`src/rtl/core/mxzd_pkg.sv`:
```
// Shared constants for the Montgomery X:Z point doubling block.
package mxzd_pkg;
  // Configuration register indexes.
  localparam logic REG_MODULUS = 1'b0;
  localparam logic REG_A24     = 1'b1;
  // Width of a single coordinate field on the ports.
  localparam int FIELD_BITS = 64;
endpackage

```
`src/rtl/core/mxzd_red_cell.sv`:
```
// One restoring-remainder step for three lanes (x, z, a24) modulo n.
module mxzd_red_cell #(
  parameter int W  = 64,
  parameter int SB = 65
) (
  input  logic           clk,
  input  logic           rst,
  input  logic           en,
  input  logic [W-1:0]   n,
  input  logic           in_valid,
  input  logic [3*W-1:0] in_dv,
  input  logic [3*W-1:0] in_r,
  input  logic [SB-1:0]  in_side,
  output logic           out_valid,
  output logic [3*W-1:0] out_dv,
  output logic [3*W-1:0] out_r,
  output logic [SB-1:0]  out_side
);
  import mxzd_pkg::*;

  logic [3*W-1:0] r_next;
  logic [3*W-1:0] dv_next;

  // Shift in the next dividend bit and subtract n once when it fits.
  always_comb begin
    logic [W:0] t;
    r_next  = '0;
    dv_next = '0;
    for (int k = 0; k < 3; k++) begin
      t = {in_r[k*W +: W], in_dv[k*W + W - 1]};
      if (t >= {1'b0, n}) begin
        t = t - {1'b0, n};
      end
      r_next[k*W +: W]  = t[W-1:0];
      dv_next[k*W +: W] = {in_dv[k*W +: W-1], 1'b0};
    end
  end

  always_ff @(posedge clk) begin
    if (rst) begin
      out_valid <= 1'b0;
    end else if (en) begin
      out_valid <= in_valid;
    end
  end

  always_ff @(posedge clk) begin
    if (en) begin
      out_r    <= r_next;
      out_dv   <= dv_next;
      out_side <= in_side;
    end
  end
endmodule

```
`config.mk`:
```
export PLATFORM = sky130hd
export DESIGN_NAME = mxzd_red_cell
export DESIGN_NICKNAME = d
export VERILOG_FILES = /design/src/rtl/core/mxzd_pkg.sv /design/src/rtl/core/mxzd_red_cell.sv
export SDC_FILE = /design/constraint.sdc
export NUM_CORES = 1
export LEC_CHECK = 0
export BUFFER_PORTS_ARGS = -buffer_cell sky130_fd_sc_hd__buf_2
export CAP_MARGIN = 15
export CORE_AREA = 5 5 372 374
export CTS_BUF_LIST = sky130_fd_sc_hd__clkbuf_2
export DETAILED_ROUTE_END_ITERATION = 10
export DIE_AREA = 0 0 377 379
export PLACE_DENSITY = 0.52
export SYNTH_ARGS = -nofsm -noshare
export SYNTH_HDL_FRONTEND = slang
export SYNTH_SLANG_ARGS = --single-unit
```
`constraint.sdc`:
```
create_clock -name clk -period 3.4 [get_ports clk]
set_input_delay 0.17 -clock clk [delete_from_list [all_inputs] [get_ports clk]]
set_output_delay 0.17 -clock clk [all_outputs]
set_load 0.02 [all_outputs]
```
==> results of run 1 <==
-- metrics by stage --
stage | cells | utilization
2_1_floorplan | 2543 | -
3_5_place_dp | 5807 | 0.290
3_3_place_gp | 5807 | 0.290
-- cell families after synthesis --
family	Yosys count	synth area share
simple gates	629	0.109
fa+ha+maj	195	0.0899
xor+xnor	162	0.0518
buf+inv	219	0.0323
compound gates	776	0.181
other cells	1	0.000137
flops	447	0.489
mux	112	0.0469
==> flow_summary.html, run 1 <==
<table>
<tr><th>Metric</th><th>Value</th></tr>
<tr><th colspan="2">Outcome</th></tr>
<tr><td>Result of the run</td><td>did not finish</td></tr>
<tr><td>Last step reached</td><td>4_1_cts</td></tr>
<tr><td>Error that halted the flow</td><td>[ERROR RSZ-0060] Max buffer count reached.</td></tr>
<tr><th colspan="2">Die</th></tr>
<tr><td>Die extent in x</td><td>377 µm</td></tr>
<tr><td>Initial Utilization</td><td>0.204</td></tr>
<tr><td>Number of rows created at floorplan</td><td>135</td></tr>
<tr><td>Chip height</td><td>379 µm</td></tr>
<tr><td>Number of top-level pins</td><td>967</td></tr>
<tr><th colspan="2">CTS</th></tr>
<tr><td>Hold buffer count at CTS</td><td>1211</td></tr>
<tr><td>CTS sink cnt</td><td>447</td></tr>
<tr><td>Post CTS Setup Buffer Count</td><td>0</td></tr>
<tr><td>Number of CTS-inserted buffers</td><td>138</td></tr>
<tr><td># resized after CTS</td><td>0</td></tr>
<tr><td>Count of H-tree levels built during CTS</td><td>4</td></tr>
<tr><td>Clock buffer depth</td><td>3</td></tr>
<tr><td>Root cell of the clock tree</td><td>sky130_fd_sc_hd__clkbuf_2</td></tr>
<tr><th colspan="2">Logic synthesis</th></tr>
<tr><td>Commonest register cell after synthesis</td><td>sky130_fd_sc_hd__edfxtp_1</td></tr>
<tr><td>Most common cell in the synthesized netlist</td><td>sky130_fd_sc_hd__edfxtp_1</td></tr>
<tr><td>Commonest cells in the synthesized netlist</td><td>sky130_fd_sc_hd__edfxtp_1 (446), sky130_fd_sc_hd__a21oi_1 (274), sky130_fd_sc_hd__ha_1 (192), sky130_fd_sc_hd__nand2_1 (185), sky130_fd_sc_hd__nor2_1 (169)</td></tr>
<tr><td>Post-synthesis sequential area ratio</td><td>0.489</td></tr>
<tr><td>Mapped cell area</td><td>27400 µm²</td></tr>
<tr><td>Share of the synthesized area in the top cell type</td><td>0.489</td></tr>
<tr><td>Seq cells post-synth</td><td>447</td></tr>
<tr><td>Cell types with the largest area share after synthesis</td><td>sky130_fd_sc_hd__edfxtp_1 (49%), sky130_fd_sc_hd__ha_1 (8.8%), sky130_fd_sc_hd__a21oi_1 (5.0%), sky130_fd_sc_hd__mux2_2 (3.9%), sky130_fd_sc_hd__a21o_1 (3.5%)</td></tr>
<tr><td>Proportion of register bits with asynchronous set or reset after synthesis</td><td>0</td></tr>
<tr><td>Cell type with the highest aggregate area in the netlist</td><td>sky130_fd_sc_hd__edfxtp_1</td></tr>
<tr><td>Mean instance size in the synthesized netlist</td><td>10.8 µm²</td></tr>
<tr><td>Post-synth EDFFs</td><td>446</td></tr>
<tr><td>Count of yosys warnings during synthesis</td><td>0</td></tr>
<tr><td>Unique masters post-synth</td><td>79</td></tr>
<tr><td>Cells after Synth</td><td>2541</td></tr>
<tr><th colspan="2">Placed design</th></tr>
<tr><td>Port buffer count</td><td>963</td></tr>
<tr><td>Post-Place Setup Slack</td><td>-0.653 ns</td></tr>
<tr><td>Placer Congestion</td><td>0.920</td></tr>
<tr><td>Post-detailed-placement half-perimeter wirelength</td><td>143 mm</td></tr>
<tr><td>Post-Place Cell Area</td><td>39000 µm²</td></tr>
</table>
==> inputs of run 2 (changes only) <==
--- a/config.mk
+++ b/config.mk
@@ -7,11 +7,10 @@
 export LEC_CHECK = 0
 export BUFFER_PORTS_ARGS = -buffer_cell sky130_fd_sc_hd__buf_2
 export CAP_MARGIN = 15
-export CORE_AREA = 5 5 372 374
-export CTS_BUF_LIST = sky130_fd_sc_hd__clkbuf_2
+export CORE_AREA = 5 5 369 371
 export DETAILED_ROUTE_END_ITERATION = 10
-export DIE_AREA = 0 0 377 379
-export PLACE_DENSITY = 0.52
+export DIE_AREA = 0 0 374 376
+export PLACE_DENSITY_LB_ADDON = 0.15
 export SYNTH_ARGS = -nofsm -noshare
 export SYNTH_HDL_FRONTEND = slang
 export SYNTH_SLANG_ARGS = --single-unit
==> constraint.sdc (replaced) <==
create_clock -name clk -period 4.4 [get_ports clk]
set_input_delay 0.22 -clock clk [delete_from_list [all_inputs] [get_ports clk]]
set_output_delay 0.22 -clock clk [all_outputs]
set_load 0.02 [all_outputs]
==> run 2 against run 1 <==
Compared with the run above: the run now ends clean; synthesized area stayed put; synthesized cell count is the same.
==> flow_summary.html, run 2 <==
<table>
<tr><th>Metric</th><th>Value</th></tr>
<tr><th colspan="2">Setup path</th></tr>
<tr><td>Startpoint-to-endpoint class of the critical path</td><td>in -&gt; reg</td></tr>
<tr><td>CP Data Required Time</td><td>4.89 ns</td></tr>
<tr><td>CP Launch Type</td><td>input pin</td></tr>
<tr><td>Worst stage delay on the critical path</td><td>0.60 ns</td></tr>
<tr><td>CP Max Fanout</td><td>5</td></tr>
<tr><td>Kind of capture point of the worst setup path</td><td>flop</td></tr>
<tr><td>Worst-path cell with the longest stage delay</td><td>sky130_fd_sc_hd__dlygate4sd3_1</td></tr>
<tr><td>Chain of cells forming the critical path</td><td>dlygate4sd3_1 -&gt; buf_2 -&gt; inv_1 -&gt; ha_1 -&gt; inv_1 -&gt; fa_1 -&gt; a211oi_1 -&gt; nor2_1 -&gt; o31a_1 -&gt; o211ai_1 -&gt; a31o_2 -&gt; o21ai_0 -&gt; o211ai_1 -&gt; a211oi_1 -&gt; o31a_1 -&gt; o31ai_1</td></tr>
<tr><td>Critical path data arrival time</td><td>4.68 ns</td></tr>
<tr><th colspan="2">Logic synthesis</th></tr>
<tr><td>Count of yosys warnings during synthesis</td><td>0</td></tr>
<tr><td>Unique masters post-synth</td><td>79</td></tr>
<tr><td>Cells after Synth</td><td>2541</td></tr>
<tr><td>Commonest cells in the synthesized netlist</td><td>sky130_fd_sc_hd__edfxtp_1 (446), sky130_fd_sc_hd__a21oi_1 (274), sky130_fd_sc_hd__ha_1 (192), sky130_fd_sc_hd__nand2_1 (185), sky130_fd_sc_hd__nor2_1 (169)</td></tr>
<tr><td>Post-synthesis sequential area ratio</td><td>0.489</td></tr>
<tr><td>Commonest register cell after synthesis</td><td>sky130_fd_sc_hd__edfxtp_1</td></tr>
<tr><td>Most common cell in the synthesized netlist</td><td>sky130_fd_sc_hd__edfxtp_1</td></tr>
<tr><td>Multiplexer area fraction after synthesis</td><td>0.0469</td></tr>
<tr><td>Post-synth EDFFs</td><td>446</td></tr>
<tr><td>Synth Area in Adders</td><td>0.0899</td></tr>
<tr><td>Mapped cell area</td><td>27400 µm²</td></tr>
<tr><td>Seq cells post-synth</td><td>447</td></tr>
<tr><td>Post-synthesis xor/xnor area fraction</td><td>0.0518</td></tr>
<tr><td>Proportion of register bits with asynchronous set or reset after synthesis</td><td>0</td></tr>
<tr><td>Main combinational cell family by area after synthesis</td><td>compound AO/OA/AOI/OAI gates</td></tr>
<tr><td>Cell type with the highest aggregate area in the netlist</td><td>sky130_fd_sc_hd__edfxtp_1</td></tr>
<tr><td>Compound-Gate Fraction of Synth Area</td><td>0.181</td></tr>
<tr><td>Post-synthesis simple-gate area fraction</td><td>0.109</td></tr>
<tr><td>Share of the synthesized area in the top cell type</td><td>0.489</td></tr>
<tr><td>Mean instance size in the synthesized netlist</td><td>10.8 µm²</td></tr>
<tr><td>Cell types with the largest area share after synthesis</td><td>sky130_fd_sc_hd__edfxtp_1 (49%), sky130_fd_sc_hd__ha_1 (8.8%), sky130_fd_sc_hd__a21oi_1 (5.0%), sky130_fd_sc_hd__mux2_2 (3.9%), sky130_fd_sc_hd__a21o_1 (3.5%)</td></tr>
<tr><th colspan="2">Outcome</th></tr>
<tr><td>Result of the run</td><td>complete, no violations</td></tr>
<tr><th colspan="2">Placed design</th></tr>
<tr><td>Port buffer count</td><td>963</td></tr>
<tr><td>Post-detailed-placement half-perimeter wirelength</td><td>133 mm</td></tr>
<tr><td>Post-Place Cell Area</td><td>35600 µm²</td></tr>
<tr><td>Placer Congestion</td><td>0.873</td></tr>
<tr><th colspan="2">GRT</th></tr>
<tr><td>Overflow after GRT</td><td>0</td></tr>
<tr><td>Global-route wire length before repair</td><td>217 mm</td></tr>
<tr><td>Initial antenna violation count</td><td>53</td></tr>
<tr><td>Global-route usage over all layers</td><td>0.215</td></tr>
<tr><td>Maximum number of pins on one net before global-route repair</td><td>93</td></tr>
<tr><td>Vias in the first global route</td><td>27700</td></tr>
<tr><th colspan="2">Final layout</th></tr>
<tr><td>Layout Cell Area excl Fill</td><td>41900 µm²</td></tr>
<tr><td>Commonest cells after routing, fill and taps aside</td><td>sky130_fd_sc_hd__buf_2 (962), sky130_fd_sc_hd__edfxtp_1 (446), sky130_fd_sc_hd__dlygate4sd3_1 (438)</td></tr>
<tr><td>Final Core Density</td><td>0.316</td></tr>
<tr><td>Max reg flops</td><td>192</td></tr>
<tr><td>Register containing the most flip-flops in the final layout</td><td>out_r</td></tr>
<tr><td>Fill cells</td><td>13900</td></tr>
<tr><td>Most common cell after layout, fill and taps aside</td><td>sky130_fd_sc_hd__buf_2</td></tr>
<tr><td>Area growth from synthesis to layout</td><td>52.9%</td></tr>
<tr><td># nets final</td><td>4784</td></tr>
<tr><td>Largest registers</td><td>out_r x192, out_dv x189, out_side x65</td></tr>
<tr><td>Fraction of layout cells with a size suffix above 1</td><td>0.328</td></tr>
<tr><th colspan="2">CTS</th></tr>
<tr><td>Clock slew at reported path FFs</td><td>0.06 ns</td></tr>
<tr><td>Number of CTS-inserted buffers</td><td>57</td></tr>
<tr><td>Clock tree from TritonCTS</td><td>done</td></tr>
<tr><td>Post CTS Setup Buffer Count</td><td>0</td></tr>
<tr><td>Clock buffer depth</td><td>3</td></tr>
<tr><td>CTS sink cnt</td><td>447</td></tr>
<tr><td>Clock network latency to the later pin of the worst-skew pair</td><td>0.65 ns</td></tr>
<tr><td>Root cell of the clock tree</td><td>sky130_fd_sc_hd__clkbuf_16</td></tr>
<tr><td>Count of H-tree levels built during CTS</td><td>2</td></tr>
<tr><th colspan="2">Timing</th></tr>
<tr><td>RSZ-0062 raised after global routing</td><td>no</td></tr>
<tr><td>Final-layout worst hold slack</td><td>0.0305 ns</td></tr>
<tr><td>Max frequency</td><td>239 MHz</td></tr>
<tr><td>Total Negative Setup Slacks</td><td>0 ns</td></tr>
<tr><td>Shortest clock period the worst path allows after layout</td><td>4.19 ns</td></tr>
<tr><td>Hold Fails Final Rpt</td><td>0</td></tr>
<tr><td>Final worst path period share</td><td>0.952</td></tr>
<tr><td>Pin slew with the least headroom to its limit</td><td>1.10 ns</td></tr>
<tr><td>Max-slew violation count</td><td>0</td></tr>
<tr><td>Rel. slew slack</td><td>0.255</td></tr>
<tr><td>Clock skew after layout</td><td>0 ns</td></tr>
<tr><td>Final setup vio count</td><td>0</td></tr>
<tr><th colspan="2">Die</th></tr>
<tr><td>Core ar.</td><td>133000 µm²</td></tr>
<tr><td>Total Die Area</td><td>141000 µm²</td></tr>
<tr><td>Initial Utilization</td><td>0.207</td></tr>
<tr><td>Number of rows created at floorplan</td><td>134</td></tr>
<tr><td>Chip height</td><td>376 µm</td></tr>
<tr><td>Die extent in x</td><td>374 µm</td></tr>
<tr><td>Number of top-level pins</td><td>967</td></tr>
<tr><th colspan="2">Worst hold path</th></tr>
<tr><td>Kind of path behind the tightest hold check</td><td>in -&gt; reg</td></tr>
<tr><th colspan="2">Detailed routing</th></tr>
<tr><td>Number of remaining DRC errors</td><td>0</td></tr>
<tr><td>DRT iter0 DRCs</td><td>1488</td></tr>
<tr><td>Post-detailed-route wirelength per cell</td><td>26.9 µm</td></tr>
<tr><td>Via/cell ratio</td><td>4.55</td></tr>
<tr><td>Vias after detailed routing</td><td>26900</td></tr>
<tr><td>Detailed-routing iteration count for the pre-antenna-repair pass</td><td>5</td></tr>
<tr><td>Final Routed Wirelength</td><td>159 mm</td></tr>
<tr><td>Number of antenna-violating nets in the routed design</td><td>0</td></tr>
<tr><th colspan="2">Run</th></tr>
<tr><td>Max-cap violations</td><td>0</td></tr>
<tr><th colspan="2">Pwr</th></tr>
<tr><td>Power per cell area</td><td>365 nW/µm²</td></tr>
<tr><td>Static leakage</td><td>18.2 nW</td></tr>
<tr><td>Maximum vdd ir drop</td><td>313 µV</td></tr>
<tr><td>Overall power after layout</td><td>15.3 mW</td></tr>
</table>
==> run 2: worst paths after layout <==
| path | from | endpoint | slack [ns] | depth (start not counted) |
|---|---|---|---|---|
| min reg2reg | out_valid | out_valid | 1.04 | 3 |
| max reg2reg | out_valid | out_valid | 3.26 | 3 |
| max | in_dv[127] | out_r[124] | 0.21 | 16 |
| min | in_r[60] | out_r[61] | 0.03 | 3 |
==> run 2: worst max-delay path: cells and delay by family <==
kind,cells,cell delay [ns]
AO/OA/AOI/OAI,9,2.79
adder cells (fa/ha/maj),2,0.62
buffers and inverters,4,0.92
AND/OR/NAND/NOR,1,0.12
==> run 2: layer usage <==
metal	vias up	GRT usage	routed length (µm)
li1	12700	-	-
met1	13000	0.242	60900
met2	906	0.405	83100
met3	183	0.0555	10600
met4	38	0.0480	4130
met5	-	0	242
==> run 2: logic make-up (layout without fill, tap and decap cells) <==
family / count (synthesis) / in the layout
AO/OA/AOI/OAI: 776 / 776
flip-flops: 447 / 447
XOR/XNOR: 162 / 162
multiplexers: 112 / 112
adder cells (fa/ha/maj): 195 / 195
AND/OR/NAND/NOR: 629 / 629
buffers and inverters: 219 / 1791
other: 1 / 25
==> run 2: report_power, final <==
part / switching (mW) / leakage [nW] / internal [mW] / total, mW
sequential: 0.201 / 4.37 / 5.31 / 5.51
clock: 2.09 / 0.916 / 2.90 / 4.99
combinational: 2.92 / 12.9 / 1.90 / 4.81
total: 5.20 / 18.2 / 10.1 / 15.3
==> run 2: area by class of cell <==
type / instances / area [µm²] / area share
tap: 1768 / 2210 / 0.0528
multi-input combinational: 1877 / 13100 / 0.313
timing repair buffer: 1572 / 10700 / 0.256
clock inverter: 33 / 440 / 0.0105
clock buffer: 69 / 1470 / 0.0351
sequential: 447 / 13400 / 0.320
inverter: 117 / 439 / 0.0105
antenna: 22 / 55.1 / 0.00131
==> run 2: what timing repair did <==
action / 4_1_cts / 5_1_grt
endpoints found under the hold margin: 436 / 0
hold buffers: 438 / 0
setup endpoints to repair: 0 / 1
gates resized for setup: 0 / 1
==> run 2: stage by stage <==
stage                     setup slack (ns)  instances
after global placement              -0.138       5343
after floorplan                       1.01       2543
after detailed placement            -0.181       5343
final                                0.213       5905
after global routing                0.0531       5886
after CTS                            0.224       5883
(Power assumes the default switching activity.)
==> inputs of run 3 (changes only) <==
--- a/config.mk
+++ b/config.mk
@@ -11,6 +11,8 @@
 export DETAILED_ROUTE_END_ITERATION = 10
 export DIE_AREA = 0 0 374 376
 export PLACE_DENSITY_LB_ADDON = 0.15
+export REMOVE_ABC_BUFFERS = 1
+export SKIP_LAST_GASP = 1
 export SYNTH_ARGS = -nofsm -noshare
 export SYNTH_HDL_FRONTEND = slang
 export SYNTH_SLANG_ARGS = --single-unit
==> run 3 against run 2 <==
Compared with the run above: flip-flop and latch count is the same; via count increased by 0.27%; largest cell class unchanged; clock skew unchanged; cell count grew 0.17%; register-to-register slack worse by 0.03 ns; critical endpoint is now out_r[186]; utilization is 0.085 points higher; die area did not move; clock power grew 2%; worst hold slack improved by 0.014 ns; sequential power is essentially flat.
==> flow_summary.html, run 3 (same netlist as run 2, synthesis figures left out) <==
<table>
<tr><th>Metric</th><th>Value</th></tr>
<tr><th colspan="2">CTS</th></tr>
<tr><td>Post CTS Setup Buffer Count</td><td>0</td></tr>
<tr><td>Root cell of the clock tree</td><td>sky130_fd_sc_hd__clkbuf_16</td></tr>
<tr><td>Clock slew at reported path FFs</td><td>0.07 ns</td></tr>
<tr><td>Clock buffer depth</td><td>3</td></tr>
<tr><td>Number of CTS-inserted buffers</td><td>58</td></tr>
<tr><td>Count of H-tree levels built during CTS</td><td>2</td></tr>
<tr><td>CTS sink cnt</td><td>447</td></tr>
<tr><td>Clock network latency to the later pin of the worst-skew pair</td><td>0.68 ns</td></tr>
<tr><td>Clock tree from TritonCTS</td><td>done</td></tr>
<tr><th colspan="2">Timing</th></tr>
<tr><td>Hold Fails Final Rpt</td><td>0</td></tr>
<tr><td>Post-route setup slack</td><td>0.137 ns</td></tr>
<tr><td>Max frequency</td><td>235 MHz</td></tr>
<tr><td>Clock skew after layout</td><td>0 ns</td></tr>
<tr><td>Max-slew violation count</td><td>0</td></tr>
<tr><td>Final-layout worst hold slack</td><td>0.0449 ns</td></tr>
<tr><td>Rel. slew slack</td><td>0.391</td></tr>
<tr><td>Pin slew with the least headroom to its limit</td><td>0.913 ns</td></tr>
<tr><td>RSZ-0062 raised after global routing</td><td>no</td></tr>
<tr><td>Final setup vio count</td><td>0</td></tr>
<tr><td>Total Negative Setup Slacks</td><td>0 ns</td></tr>
<tr><td>Final worst path period share</td><td>0.969</td></tr>
<tr><td>Shortest clock period the worst path allows after layout</td><td>4.26 ns</td></tr>
<tr><th colspan="2">Placed design</th></tr>
<tr><td>Post-Place Setup Slack</td><td>-0.218 ns</td></tr>
<tr><td>Post-detailed-placement half-perimeter wirelength</td><td>140 mm</td></tr>
<tr><td>Placed instance count</td><td>5356</td></tr>
<tr><td>Placer Congestion</td><td>0.924</td></tr>
<tr><td>Port buffer count</td><td>963</td></tr>
<tr><td>Post-Place Cell Area</td><td>35600 µm²</td></tr>
<tr><th colspan="2">Die</th></tr>
<tr><td>Total Die Area</td><td>141000 µm²</td></tr>
<tr><td>Chip height</td><td>376 µm</td></tr>
<tr><td>Number of top-level pins</td><td>967</td></tr>
<tr><td>Initial Utilization</td><td>0.207</td></tr>
<tr><td>Die extent in x</td><td>374 µm</td></tr>
<tr><td>Number of rows created at floorplan</td><td>134</td></tr>
<tr><td>Core ar.</td><td>133000 µm²</td></tr>
<tr><th colspan="2">Final layout</th></tr>
<tr><td>Largest registers</td><td>out_r x192, out_dv x189, out_side x65</td></tr>
<tr><td>Final std cells w/o fill</td><td>5915</td></tr>
<tr><td>Final Core Density</td><td>0.317</td></tr>
<tr><td>Register containing the most flip-flops in the final layout</td><td>out_r</td></tr>
<tr><td>Fill cells</td><td>14000</td></tr>
<tr><td>Most common cell after layout, fill and taps aside</td><td>sky130_fd_sc_hd__buf_2</td></tr>
<tr><td>Fraction of layout cells with a size suffix above 1</td><td>0.332</td></tr>
<tr><td># nets final</td><td>4800</td></tr>
<tr><td>Layout Cell Area excl Fill</td><td>42000 µm²</td></tr>
<tr><td>Area growth from synthesis to layout</td><td>53.4%</td></tr>
<tr><td>Max reg flops</td><td>192</td></tr>
<tr><td>Commonest cells after routing, fill and taps aside</td><td>sky130_fd_sc_hd__buf_2 (962), sky130_fd_sc_hd__edfxtp_1 (446), sky130_fd_sc_hd__dlygate4sd3_1 (440)</td></tr>
<tr><th colspan="2">Detailed routing</th></tr>
<tr><td>Via/cell ratio</td><td>4.55</td></tr>
<tr><td>Number of antenna-violating nets in the routed design</td><td>0</td></tr>
<tr><td>DRT iter0 DRCs</td><td>1824</td></tr>
<tr><td>Detailed-routing iteration count for the pre-antenna-repair pass</td><td>6</td></tr>
<tr><td>Vias after detailed routing</td><td>26900</td></tr>
<tr><td>Number of remaining DRC errors</td><td>0</td></tr>
<tr><td>Post-detailed-route wirelength per cell</td><td>28.0 µm</td></tr>
<tr><td>Final Routed Wirelength</td><td>166 mm</td></tr>
<tr><th colspan="2">GRT</th></tr>
<tr><td>Global-route met1 utilization</td><td>0.271</td></tr>
<tr><td>Global-route wire length before repair</td><td>224 mm</td></tr>
<tr><td>Vias in the first global route</td><td>27500</td></tr>
<tr><td>Met2 layer usage reported by global route</td><td>0.402</td></tr>
<tr><td>Overflow after GRT</td><td>0</td></tr>
<tr><td>Initial antenna violation count</td><td>56</td></tr>
<tr><td>Met3 global-route usage</td><td>0.0463</td></tr>
<tr><td>Maximum number of pins on one net before global-route repair</td><td>98</td></tr>
<tr><td>GR peak layer</td><td>met2</td></tr>
<tr><td>Global-route usage over all layers</td><td>0.224</td></tr>
<tr><th colspan="2">Outcome</th></tr>
<tr><td>Result of the run</td><td>complete, no violations</td></tr>
<tr><th colspan="2">Setup path</th></tr>
<tr><td>Kind of capture point of the worst setup path</td><td>flop</td></tr>
<tr><td>Top cell family by delay on the critical path</td><td>compound AO/OA/AOI/OAI gates</td></tr>
<tr><td>Worst stage delay on the critical path</td><td>0.60 ns</td></tr>
<tr><td>Critical path buffer and inverter count</td><td>7</td></tr>
<tr><td>Chain of cells forming the critical path</td><td>dlygate4sd3_1 -&gt; buf_2 -&gt; inv_1 -&gt; ha_1 -&gt; inv_1 -&gt; fa_1 -&gt; a211oi_2 -&gt; o21ai_0 -&gt; a211oi_1 -&gt; a211oi_1 -&gt; buf_4 -&gt; a21oi_1 -&gt; buf_4 -&gt; a21oi_1 -&gt; buf_4 -&gt; a211o_1 -&gt; a21boi_0 -&gt; xnor2_1 -&gt; mux2_4</td></tr>
<tr><td>Critical path data arrival time</td><td>4.68 ns</td></tr>
<tr><td>Most used cell, CP</td><td>sky130_fd_sc_hd__buf_4</td></tr>
<tr><td>Worst-path cell with the longest stage delay</td><td>sky130_fd_sc_hd__dlygate4sd3_1</td></tr>
<tr><td>Startpoint-to-endpoint class of the critical path</td><td>in -&gt; reg</td></tr>
<tr><td>CP Data Required Time</td><td>4.81 ns</td></tr>
<tr><td>CP Max Fanout</td><td>4</td></tr>
<tr><td>CP Launch Type</td><td>input pin</td></tr>
<tr><th colspan="2">Pwr</th></tr>
<tr><td>Overall power after layout</td><td>15.5 mW</td></tr>
<tr><td>Power per cell area</td><td>369 nW/µm²</td></tr>
<tr><td>Static leakage</td><td>18.3 nW</td></tr>
<tr><td>Maximum vdd ir drop</td><td>272 µV</td></tr>
<tr><th colspan="2">Run</th></tr>
<tr><td>Max-cap violations</td><td>0</td></tr>
<tr><th colspan="2">Worst hold path</th></tr>
<tr><td>Kind of path behind the tightest hold check</td><td>in -&gt; reg</td></tr>
</table>
[run 3: area by class of cell]
| class | count | area (µm²) | area share |
|---|---|---|---|
| Clock inverter | 40 | 492 | 0.0117 |
| Tap cell | 1768 | 2210 | 0.0526 |
| Antenna cell | 12 | 30.0 | 0.000715 |
| Inverter | 117 | 439 | 0.0105 |
| Timing Repair Buffer | 1587 | 10800 | 0.257 |
| Multi-Input combinational cell | 1877 | 13200 | 0.313 |
| Clock buffer | 67 | 1490 | 0.0353 |
| Sequential cell | 447 | 13400 | 0.319 |
[run 3: worst paths after layout]
kind | cells after the start | slack (ns) | endpoint | startpoint
setup reg to reg | 3 | 3.23 | out_valid | out_valid
hold / removal | 2 | 0.04 | out_r[129] | in_r[128]
hold reg to reg | 3 | 1.08 | out_valid | out_valid
setup / recovery | 19 | 0.14 | out_r[186] | in_dv[191]
[run 3: timing repair]
action	4_1_cts	5_1_grt
endpoints found under the setup margin	0	9
hold buffers	440	0
endpoints found under the hold margin	439	0
gates resized for setup	0	4
[run 3: metal layers]
metal,wire length [µm],vias to the layer above
met1,68000,13100
met3,9450,204
met5,197,-
met2,82900,922
met4,5120,32
li1,-,12700
[run 3: power breakdown]
group	switching, mW	internal (mW)	total [mW]
registers	0.207	5.31	5.52
logic	3.00	1.90	4.90
clock network	2.13	2.96	5.08
total	5.33	10.2	15.5
==> inputs of run 4 (changes only) <==
--- a/config.mk
+++ b/config.mk
@@ -5,11 +5,11 @@
 export SDC_FILE = /design/constraint.sdc
 export NUM_CORES = 1
 export LEC_CHECK = 0
-export BUFFER_PORTS_ARGS = -buffer_cell sky130_fd_sc_hd__buf_2
 export CAP_MARGIN = 15
 export CORE_AREA = 5 5 369 371
 export DETAILED_ROUTE_END_ITERATION = 10
 export DIE_AREA = 0 0 374 376
+export DONT_BUFFER_PORTS = 1
 export PLACE_DENSITY_LB_ADDON = 0.15
 export REMOVE_ABC_BUFFERS = 1
 export SKIP_LAST_GASP = 1
==> run 4 against run 3 <==
Compared with the run above: the run now ends with hold timing, capacitance limit left; first-iteration DRC count decreased by 6.3%; total power decreased by 6.6%; global-route usage increased by 0.46 points.
==> flow_summary.html, run 4 (same netlist as run 2, synthesis figures left out) <==
<table>
<tr><th>Metric</th><th>Value</th></tr>
<tr><th colspan="2">Detailed routing</th></tr>
<tr><td>Number of remaining DRC errors</td><td>0</td></tr>
<tr><td>Vias after detailed routing</td><td>23800</td></tr>
<tr><td>Detailed-routing iteration count for the pre-antenna-repair pass</td><td>6</td></tr>
<tr><td>Number of antenna-violating nets in the routed design</td><td>0</td></tr>
<tr><td>DRT iter0 DRCs</td><td>1709</td></tr>
<tr><td>Final Routed Wirelength</td><td>170 mm</td></tr>
<tr><td>Post-detailed-route wirelength per cell</td><td>34.6 µm</td></tr>
<tr><td>Via/cell ratio</td><td>4.86</td></tr>
<tr><th colspan="2">CTS</th></tr>
<tr><td>Clock slew at reported path FFs</td><td>0.06 ns</td></tr>
<tr><td>CTS sink cnt</td><td>447</td></tr>
<tr><td>Clock network latency to the later pin of the worst-skew pair</td><td>0.68 ns</td></tr>
<tr><td>Root cell of the clock tree</td><td>sky130_fd_sc_hd__clkbuf_16</td></tr>
<tr><td>Post CTS Setup Buffer Count</td><td>0</td></tr>
<tr><td>Number of CTS-inserted buffers</td><td>57</td></tr>
<tr><td>Clock tree from TritonCTS</td><td>done</td></tr>
<tr><td>Hold buffer count at CTS</td><td>451</td></tr>
<tr><td>Clock buffer depth</td><td>3</td></tr>
<tr><td>Count of H-tree levels built during CTS</td><td>2</td></tr>
<tr><th colspan="2">Pwr</th></tr>
<tr><td>Static leakage</td><td>14.1 nW</td></tr>
<tr><td>Maximum vdd ir drop</td><td>296 µV</td></tr>
<tr><td>Power per cell area</td><td>395 nW/µm²</td></tr>
<tr><th colspan="2">Die</th></tr>
<tr><td>Number of rows created at floorplan</td><td>134</td></tr>
<tr><td>Core ar.</td><td>133000 µm²</td></tr>
<tr><td>Number of top-level pins</td><td>967</td></tr>
<tr><td>Die extent in x</td><td>374 µm</td></tr>
<tr><td>Chip height</td><td>376 µm</td></tr>
<tr><td>Initial Utilization</td><td>0.207</td></tr>
<tr><td>Total Die Area</td><td>141000 µm²</td></tr>
<tr><th colspan="2">GRT</th></tr>
<tr><td>Global-route usage over all layers</td><td>0.228</td></tr>
<tr><td>Maximum number of pins on one net before global-route repair</td><td>448</td></tr>
<tr><td>Initial antenna violation count</td><td>45</td></tr>
<tr><td>Global-route wire length before repair</td><td>222 mm</td></tr>
<tr><td>Overflow after GRT</td><td>0</td></tr>
<tr><td>Vias in the first global route</td><td>23800</td></tr>
<tr><th colspan="2">Final layout</th></tr>
<tr><td>Fill cells</td><td>13900</td></tr>
<tr><td>Area of all sequential standard cells</td><td>13400 µm²</td></tr>
<tr><td>Area of the multi-input gates</td><td>13100 µm²</td></tr>
<tr><td>Most common cell after layout, fill and taps aside</td><td>sky130_fd_sc_hd__dlygate4sd3_1</td></tr>
<tr><td>Area growth from synthesis to layout</td><td>33.6%</td></tr>
<tr><td>Commonest cells after routing, fill and taps aside</td><td>sky130_fd_sc_hd__dlygate4sd3_1 (451), sky130_fd_sc_hd__edfxtp_1 (446), sky130_fd_sc_hd__a21oi_1 (273)</td></tr>
<tr><td>Final std cells w/o fill</td><td>4902</td></tr>
<tr><td># nets final</td><td>3779</td></tr>
<tr><td>Largest registers</td><td>out_r x192, out_dv x189, out_side x65</td></tr>
<tr><td>Fraction of layout cells with a size suffix above 1</td><td>0.109</td></tr>
<tr><td>Layout Cell Area excl Fill</td><td>36600 µm²</td></tr>
<tr><td>Register containing the most flip-flops in the final layout</td><td>out_r</td></tr>
<tr><td>Max reg flops</td><td>192</td></tr>
<tr><th colspan="2">Timing</th></tr>
<tr><td>Post-route setup slack</td><td>0.0626 ns</td></tr>
<tr><td>Final setup vio count</td><td>0</td></tr>
<tr><td>Max frequency</td><td>231 MHz</td></tr>
<tr><td>Shortest clock period the worst path allows after layout</td><td>4.34 ns</td></tr>
<tr><td>RSZ-0062 raised after global routing</td><td>no</td></tr>
<tr><td>Pin slew with the least headroom to its limit</td><td>1.47 ns</td></tr>
<tr><td>Final worst path period share</td><td>0.986</td></tr>
<tr><td>Rel. slew slack</td><td>0.00574</td></tr>
<tr><td>Hold Fails Final Rpt</td><td>169</td></tr>
<tr><td>Final-layout worst hold slack</td><td>-0.331 ns</td></tr>
<tr><td>Clock skew after layout</td><td>0 ns</td></tr>
<tr><td>Max-slew violation count</td><td>0</td></tr>
<tr><th colspan="2">Setup path</th></tr>
<tr><td>CP Data Required Time</td><td>4.77 ns</td></tr>
<tr><td>Kind of capture point of the worst setup path</td><td>flop</td></tr>
<tr><td>CP Launch Type</td><td>input pin</td></tr>
<tr><td>Startpoint-to-endpoint class of the critical path</td><td>in -&gt; reg</td></tr>
<tr><td>CP Max Fanout</td><td>4</td></tr>
<tr><td>Critical path data arrival time</td><td>4.71 ns</td></tr>
<tr><th colspan="2">Placed design</th></tr>
<tr><td>Post-Place Cell Area</td><td>30200 µm²</td></tr>
<tr><td>Port buffer count</td><td>0</td></tr>
<tr><td>Post-Place Setup Slack</td><td>-0.268 ns</td></tr>
<tr><td>Post-detailed-placement half-perimeter wirelength</td><td>135 mm</td></tr>
<tr><td>Placed instance count</td><td>4325</td></tr>
<tr><td>Placer Congestion</td><td>0.928</td></tr>
<tr><th colspan="2">Run</th></tr>
<tr><td>Max-cap violations</td><td>1</td></tr>
<tr><th colspan="2">Outcome</th></tr>
<tr><td>Result of the run</td><td>finished, violations left</td></tr>
<tr><td>Failing checks</td><td>hold timing, capacitance limit</td></tr>
<tr><th colspan="2">Worst hold path</th></tr>
<tr><td>Kind of path behind the tightest hold check</td><td>in -&gt; reg</td></tr>
</table>
-- run 4: routing by layer --
layer | vias to the layer above | part of all wire | track usage
li1 | 10700 | - | -
met1 | 11900 | 0.39 | 0.262
met2 | 1057 | 0.51 | 0.418
met3 | 184 | 0.072 | 0.0627
met4 | 20 | 0.030 | 0.0591
met5 | - | 0.00076 | 0
-- run 4: power by group --
| group | switching, mW | internal [mW] | total, mW |
|---|---|---|---|
| Clock | 2.13 | 2.66 | 4.79 |
| Combinational | 1.83 | 1.41 | 3.23 |
| Sequential | 1.10 | 5.35 | 6.45 |
| Total | 5.06 | 9.42 | 14.5 |
-- run 4: area by class of cell --
type	count	share of cell area
flip-flops and latches	447	0.366
multi-input cells	1877	0.359
repair buffers	567	0.150
well taps	1768	0.0604
clock buffers	65	0.0404
inverters	117	0.0120
clock inverters	41	0.0107
diodes	20	0.00137
-- run 4: final timing paths --
| kind | endpoint | start | slack, ns | cells after the start |
|---|---|---|---|---|
| setup / recovery | out_r[63] | in_r[12] | 0.06 | 11 |
| hold / removal | out_dv[6] | en | -0.33 | 0 |
| setup reg to reg | out_valid | out_valid | 3.16 | 3 |
| hold reg to reg | out_valid | out_valid | 1.18 | 3 |
-- run 4: worst max-delay path, stage by stage --
cell and delay [ns]:
sky130_fd_sc_hd__dlygate4sd3_1 0.64, sky130_fd_sc_hd__ha_1 0.25, sky130_fd_sc_hd__a21o_1 0.24, sky130_fd_sc_hd__o311ai_0 1.24
sky130_fd_sc_hd__a211oi_2 0.34, sky130_fd_sc_hd__buf_4 0.24, sky130_fd_sc_hd__o21ai_0 0.53, sky130_fd_sc_hd__a21boi_0 0.23
sky130_fd_sc_hd__buf_4 0.21, sky130_fd_sc_hd__a2111oi_0 0.40, sky130_fd_sc_hd__nor3_1 0.17
-- run 4: through the flow --
stage | power, mW | TNS [ns] | hold WS, ns | utilization
4_1_cts | 14.7 | 0 | -0.345 | 0.276
3_3_place_gp | 9.41 | -7.70 | 0.293 | 0.228
3_5_place_dp | 9.36 | -5.68 | 0.297 | 0.228
6_report | 14.5 | 0 | -0.331 | 0.276
2_1_floorplan | 7.96 | -1.67 | 0.292 | -
5_1_grt | 15.0 | 0 | -0.372 | 0.276
-- run 4: repair_timing --
action	4_1_cts	5_1_grt
endpoints found under the hold margin	856	378
resized for setup	0	2
setup endpoints to repair	0	2
